[src/mad_pkg.sv]
// mad_pkg: shared sizes, key type and sorting-cell control struct for the
// median / median absolute deviation core; used by every file in src
`timescale 1ns / 1ps
`default_nettype none

package mad_pkg;

    localparam int MAX_SAMPLES  = 64;
    localparam int SAMPLE_BITS  = 16;

    localparam int ADDR_W       = (MAX_SAMPLES > 1) ? $clog2(MAX_SAMPLES) : 1;
    localparam int CNT_W        = $clog2(MAX_SAMPLES + 1);
    localparam int KEY_W        = SAMPLE_BITS + 2;
    localparam int MED_W        = SAMPLE_BITS + 1;
    localparam int MAD_W        = SAMPLE_BITS + 2;

    localparam int IN_DATA_W    = ((SAMPLE_BITS + 7) / 8) * 8;
    localparam int OUT_FIELDS_W = MED_W + MAD_W + CNT_W;
    localparam int OUT_DATA_W   = ((OUT_FIELDS_W + 7) / 8) * 8;

    // sort key: samples sign-extended, deviations zero-extended
    typedef logic signed [KEY_W-1:0] key_t;

    typedef struct packed {
        logic insert;
        logic drain;
        logic clear;
    } cell_ctrl_t;

endpackage : mad_pkg

`default_nettype wire

[src/mad_cell.sv]
// mad_cell: one cell of the insertion sorting chain, holds one key
// depends on mad_pkg
`timescale 1ns / 1ps
`default_nettype none

module mad_cell (
    input  wire logic                clk,
    input  wire logic                rst_n,
    input  wire mad_pkg::cell_ctrl_t ctrl,
    input  wire mad_pkg::key_t       new_key,
    input  wire mad_pkg::key_t       left_key,
    input  wire logic                left_gt,
    input  wire logic                left_valid,
    input  wire mad_pkg::key_t       right_key,
    output mad_pkg::key_t            key,
    output logic                     valid,
    output logic                     gt
);

    mad_pkg::key_t key_reg;
    logic          valid_reg;

    // new key belongs in front of this cell
    assign gt    = !valid_reg || (new_key < key_reg);
    assign key   = key_reg;
    assign valid = valid_reg;

    always_ff @(posedge clk or negedge rst_n)
    begin
        if (!rst_n)
        begin
            valid_reg <= 1'b0;
        end
        else if (ctrl.clear)
        begin
            valid_reg <= 1'b0;
        end
        else if (ctrl.insert)
        begin
            valid_reg <= valid_reg | left_valid;
        end
    end

    always_ff @(posedge clk)
    begin
        if (ctrl.insert && gt)
        begin
            key_reg <= left_gt ? left_key : new_key;
        end
        else if (ctrl.drain)
        begin
            key_reg <= right_key;
        end
    end

endmodule : mad_cell

`default_nettype wire

[src/mad_chain.sv]
// mad_chain: row of mad_cell sorting cells, ascending from the head
// depends on mad_pkg and mad_cell
`timescale 1ns / 1ps
`default_nettype none

module mad_chain (
    input  wire logic                clk,
    input  wire logic                rst_n,
    input  wire mad_pkg::cell_ctrl_t ctrl,
    input  wire mad_pkg::key_t       new_key,
    output mad_pkg::key_t            head_key
);

    mad_pkg::key_t keys   [0:mad_pkg::MAX_SAMPLES-1];
    logic          valids [0:mad_pkg::MAX_SAMPLES-1];
    logic          gts    [0:mad_pkg::MAX_SAMPLES-1];

    mad_pkg::key_t lkey   [0:mad_pkg::MAX_SAMPLES-1];
    mad_pkg::key_t rkey   [0:mad_pkg::MAX_SAMPLES-1];
    logic          lgt    [0:mad_pkg::MAX_SAMPLES-1];
    logic          lvalid [0:mad_pkg::MAX_SAMPLES-1];

    genvar g;
    generate
        for (g = 0; g < mad_pkg::MAX_SAMPLES; g++)
        begin : g_cell
            if (g == 0)
            begin : g_head
                assign lkey[g]   = '0;
                assign lgt[g]    = 1'b0;
                assign lvalid[g] = 1'b1;
            end
            else
            begin : g_body
                assign lkey[g]   = keys[g-1];
                assign lgt[g]    = gts[g-1];
                assign lvalid[g] = valids[g-1];
            end

            if (g == mad_pkg::MAX_SAMPLES - 1)
            begin : g_tail
                assign rkey[g] = '0;
            end
            else
            begin : g_inner
                assign rkey[g] = keys[g+1];
            end

            mad_cell u_cell (
                .clk        (clk),
                .rst_n      (rst_n),
                .ctrl       (ctrl),
                .new_key    (new_key),
                .left_key   (lkey[g]),
                .left_gt    (lgt[g]),
                .left_valid (lvalid[g]),
                .right_key  (rkey[g]),
                .key        (keys[g]),
                .valid      (valids[g]),
                .gt         (gts[g])
            );
        end
    endgenerate

    assign head_key = keys[0];

endmodule : mad_chain

`default_nettype wire

[config.mk]
export PLATFORM = sky130hd
export DESIGN_NAME = mad_chain
export DESIGN_NICKNAME = d
export VERILOG_FILES = /design/src/mad_pkg.sv /design/src/mad_cell.sv /design/src/mad_chain.sv
export SDC_FILE = /design/constraint.sdc
export NUM_CORES = 2
export LEC_CHECK = 0
export ABC_AREA = 1
export BUFFER_PORTS_ARGS = -buffer_cell sky130_fd_sc_hd__buf_2
export CORE_UTILIZATION = 60
export CTS_CLUSTER_DIAMETER = 50
export DETAILED_ROUTE_END_ITERATION = 6
export PLACE_DENSITY = 0.77
export RECOVER_POWER = 50
export SLEW_MARGIN = 25
export SYNTH_ARGS = -nofsm -noshare
export SYNTH_HDL_FRONTEND = slang
export SYNTH_SLANG_ARGS = --single-unit
[constraint.sdc]
create_clock -name clk -period 3.1 [get_ports clk]
set_clock_uncertainty 0.05 [all_clocks]
set_input_delay 0.465 -clock clk [delete_from_list [all_inputs] [get_ports clk]]
set_output_delay 0.465 -clock clk [all_outputs]
set_load 0.03 [all_outputs]
### Yosys cells after proc, flatten, opt, wreduce, memory -nomap -nowiden

Index checks and enable logic that the tools add are counted.

* bits in registers: 1216
* output and inout bits: 18

* $lt $le $gt $ge: 64
* mux-type cells: 319
* bitwise operators: 63
* reduce and logical (&&, ||, !) cells: 257

Operator list (count)
* $mux 18: 191
* $lt 18x18->1: 64
* $reduce_bool 2->1: 65
* $mux 1: 128
* $logic_and 1x1->1: 64
* $logic_not 1->1: 64
* $logic_or 1x1->1: 64
* $or 1x1->1: 63

### Logic depth before layout (Yosys ltp)

* depth in word-level cells: 4
* gate-level depth with buffers: 18

### By module

A second synthesis with hierarchy kept.

* cells, all modules: 12354
* area total of the unflattened synthesis: 101064.4 um^2

By module, submodules not included
* mad_cell: times used 64, cells an instance 193, area an instance 1579.0 um^2, sequential area each 565.5 um^2
* mad_chain: times used 1, cells an instance 2, area an instance 7.5 um^2, sequential area each 0.0 um^2

### Worst setup path after synthesis

Ideal clock, no wire load.

* path kind: reg-to-reg
* from: register g_cell[0].u_cell.key_reg[17]
* to: register g_cell[0].u_cell.key_reg[0], enable pin
* setup time: 0.379 ns
* data arrival time: 2.523 ns
* path slack: 0.148 ns
* cell stages (with the launch flop): 13
* period minus slack after synthesis: 2.952 ns
* path through: edfxtp_1 -> inv_1 -> ha_1 -> a21o_1 -> nor2_1 -> nand2_1 -> nor2_1 -> nand2_1 -> nand2_2 -> nand3_2 -> nand2_2 -> clkbuf_1 -> nand2_1

* cells in the longest elaborated chain, start to end: 4

Ends and longest elaborated chain
* start, declared: RTL line mad_cell.sv:20 `mad_pkg::key_t key_reg;`
* start signal, assigned: RTL line mad_cell.sv:48 `key_reg <= left_gt ? left_key : new_key;`
* start signal, assigned: RTL line mad_cell.sv:52 `key_reg <= right_key;`
* $lt 18x18->1: RTL line mad_cell.sv:24 `assign gt = !valid_reg || (new_key < key_reg);`
* $logic_or 1x1->1: RTL line mad_cell.sv:24
* $logic_and 1x1->1: RTL line mad_cell.sv:46 `if (ctrl.insert && gt)`
* $reduce_bool 2->1 (no source line)

Every way passes these cells.
A chain may end at the register's enable or synchronous reset.

### Final worst setup path

* from: register g_cell[21].u_cell.key_reg[13]
* to: register g_cell[21].u_cell.key_reg[12] (data pin)

* cells in the longest elaborated chain, start to end: 4

Ends and longest elaborated chain (RTL line)
* start, declared: mad_cell.sv:20
* start signal, assigned: mad_cell.sv:48
* start signal, assigned: mad_cell.sv:52
* $lt 18x18->1: mad_cell.sv:24
* $logic_or 1x1->1: mad_cell.sv:24
* $logic_and 1x1->1: mad_cell.sv:46
* $mux 18: mad_cell.sv:46

Every way passes these cells.

==> metrics.csv <==
stage;metric;value;unit
floorplanning;Ports;41;
clocking;clock latency on the worst-skew pair;840;ps
placed_design;Setup WS pre-CTS;-0.2063;ps
placed_design;RD Place Congestion;0.9792;
critical_path;worst r2r dst;g_cell[21].u_cell.key[12]$_DFFE_PP_;
clocking;root buf cell;clkbuf_16;
critical_path;Worst Setup SP;g_cell[21].u_cell.key[13]$_DFFE_PP_;
layout;Non-Filler Instances;16873;
route;DR vias/cell;5.956;
layout;Multi-input gate area;55550;um2
clocking;Max clock buf depth;3;
sta;Fmax;0.3474;GHz
critical_path;crit path cell chain;inv_1 -> ha_1 -> nand2_1 -> inv_1 -> nand2_1 -> nand2_1 -> nand2_1 -> nand2_1 -> nor2_1 -> nand2_1 -> nand2_1 -> nand3_4 -> nand2_1 -> clkbuf_2 -> nand2_1 -> nand2_1;
critical_path;Crit Reg-Reg Startpoint;g_cell[21].u_cell.key[13]$_DFFE_PP_;
route;DRT antenna net count;0;
global_routing;vias in the first global route;96066;
run;max cap viols;0;
critical_path;slowest CP cell;edfxtp_1;
layout;Filler Cell Count;14368;
sta;Least-Margin Pin Slew;1192;ps
critical_path;reg-to-reg slack, setup;220;ps
critical_path;R2R depth;16;
critical_path;cell count along the critical path;16;
yosys;Mapped Area;102000;um2
yosys;Post-Syn Nets;15425;
floorplanning;core region area;168000;um2
placed_design;DPL Wire Length;253.6;mm
critical_path;capture point of the worst path;g_cell[21].u_cell.key[12]$_DFFE_PP_;
critical_path;crit path max fanout;18;
critical_path;Crit path largest cell delay;380;ps
route;Top Layer Used;met5;
floorplanning;DIE AREA;171600;um2
sta;minimum clock period;2878;ps
sta;RSZ-0062 raised after global routing;no;
floorplanning;initial core utilization;60.70;%
yosys;yosys warns;0;
layout;Nets;15628;
layout;Area Overhead vs Synth;11.00;%
floorplanning;row count;150;
power;Pwr Total;62020;uW
clocking;clk sink count;1216;
route;wire per inst;20.49;um
critical_path;CP top delay family;simple AND/OR/NAND/NOR gates;
yosys;Mapped Cells;14314;
clocking;CTS buffer count;172;
critical_path;Crit Path Category;register to register;
global_routing;Tot GR Track Use;39.31;%
yosys;number of synthesized register bits;1216;
global_routing;largest net degree at the start of global routing;38;
clocking;H-tree levels;4;
worst_hold_path;min-delay worst type;input port to register;
power;Pwr Density;548.0;nW/um2
yosys;mean post-synth cell area;7.123;um2
route;routed vias;100493;
global_routing;GR Overflow Total;0;
critical_path;Critical Path RT;3750;ps
critical_path;crit path DAT;3530;ps
layout;share of post-route cells with drive strength above 1;7.821;%
sta;WHS;101.7;ps
critical_path;Critical Path End Type;register;
placed_design;Placed Cells;16544;
sta;Final WS setup;221.7;ps
clocking;post_cts resized;0;
sta;crit share post-route;92.85;%
critical_path;WP buf/inv;3;
route;DR iter-0 viols;12524;
sta;Final Setup Violations;0;
route;Residual DRC;0;
route;met2 wire len;153.6;mm
power;Peak supply drop;0.6903;mV
layout;commonest non-fill, non-tap cell in the layout;nand2_1;
route;Routed WL;345.8;mm
route;M1 WL;132.3;mm
floorplanning;Die W;414.2;um
clocking;TritonCTS clock tree;yes;
layout;storage element area;36190;um2
clocking;cts hold-fix bufs;3;
layout;max reg flops;1152;
critical_path;CP Launch Type;register;
sta;Slew Limit Fails;0;
global_routing;initial antenna violation count;3;
clocking;CTS clk-pin slew, worst paths;60;ps
sta;final hold vios;0;
global_routing;first-pass GRT wire length;533.4;mm
run_status;status;finished clean;
route;DRT Pass-1 Iters;7;
floorplanning;Die H;414.2;um
placed_design;I/O Buffers;40;
route;routed wl met3;39.30;mm
yosys;Seq/Total Area, Yosys;35.50;%
critical_path;most frequent CP cell;nand2_1;
sta;Max-slew headroom;20.55;%
layout;most frequent cells in the layout;nand2_1 (6307), inv_1 (1665), nand3_1 (1196);
yosys;Cell variety after synth;30;
clocking;post-CTS setup buffer count;0;
power;Pleak;0.06024;uW
## tightest hold or removal path: stages
cell,delay (ps)
buf_6,130
nand3_1,80
nand2_1,70
nand2_1,50
nand2_1,60
## stage by stage
| stage | util [%] | cell area, um2 | setup TNS, ps |
|---|---|---|---|
| after floorplan | - | 102000 | 0 |
| after global placement | 64.37 | 108100 | -64.32 |
| after detailed placement | 64.37 | 108100 | -0.2063 |
| after CTS | 67.94 | 114100 | 0 |
| after global routing | 67.37 | 113200 | 0 |
| final | 67.38 | 113200 | 0 |
## per-layer routing
layer,vias to the layer above,track usage (%)
li1,46920,-
met1,46329,51.14
met5,-,0
met2,5934,62.29
met3,1308,7.392
met4,2,20.50
## cells by family (layout without fill, tap and decap cells)
logic type / count (synthesis) / after routing / synth area share (%)
AND/OR/NAND/NOR: 9120 / 9120 / 38.76
buffers and inverters: 2368 / 2720 / 9.605
other: 0 / 3 / 0
adder cells (fa/ha/maj): 1088 / 1088 / 13.35
flip-flops: 1216 / 1216 / 35.50
AO/OA/AOI/OAI: 522 / 522 / 2.786
## where the power goes
| part | internal [uW] | switching [uW] | total [uW] |
|---|---|---|---|
| sequential | 21000 | 2240 | 23200 |
| combinational | 6120 | 11800 | 17900 |
| clock | 12700 | 8180 | 20800 |
| total | 39800 | 22200 | 62000 |
## worst min path at each step
stage               slack [ps]        start                                      end  depth (start not counted)
floorplan                  120        rst_n       g_cell[0].u_cell.valid$_DFFE_PN0P_                          0
global placement           320        rst_n      g_cell[51].u_cell.valid$_DFFE_PN0P_                          1
detailed placement         330        rst_n      g_cell[51].u_cell.valid$_DFFE_PN0P_                          1
CTS                         60   new_key[8]       g_cell[48].u_cell.key[8]$_DFFE_PP_                          5
global route               100  new_key[11]  g_cell[63].u_cell.key[11]$_SDFFCE_PN0P_                          3
finish                     100   new_key[8]       g_cell[48].u_cell.key[8]$_DFFE_PP_                          5
## cell usage after synthesis, drive strengths merged
master	n	share of area [%]
a21boi	4	0.029
a21o	86	0.63
a21oi	406	2.0
and2	39	0.24
buf	322	2.1
clkbuf	314	1.2
clkinv	5	0.018
dfrtp	64	1.6
edfxtp	1152	34
ha	1088	13
inv	1727	6.4
nand2	6390	24
nand3	1273	7.2
nand3b	1	0.0074
nand4	719	4.4
nor2	698	2.9
o21ai	25	0.12
o21bai	1	0.0074
## layout make-up
type	instances	area share, %
multi-input combinational	10730	49.08
antenna	3	0.006633
inverter	1732	5.749
sequential	1216	31.98
clock buffer	223	4.246
timing repair buffer	665	5.473
tap	2204	2.437
clock inverter	100	1.027
(Power assumes the default switching activity.)
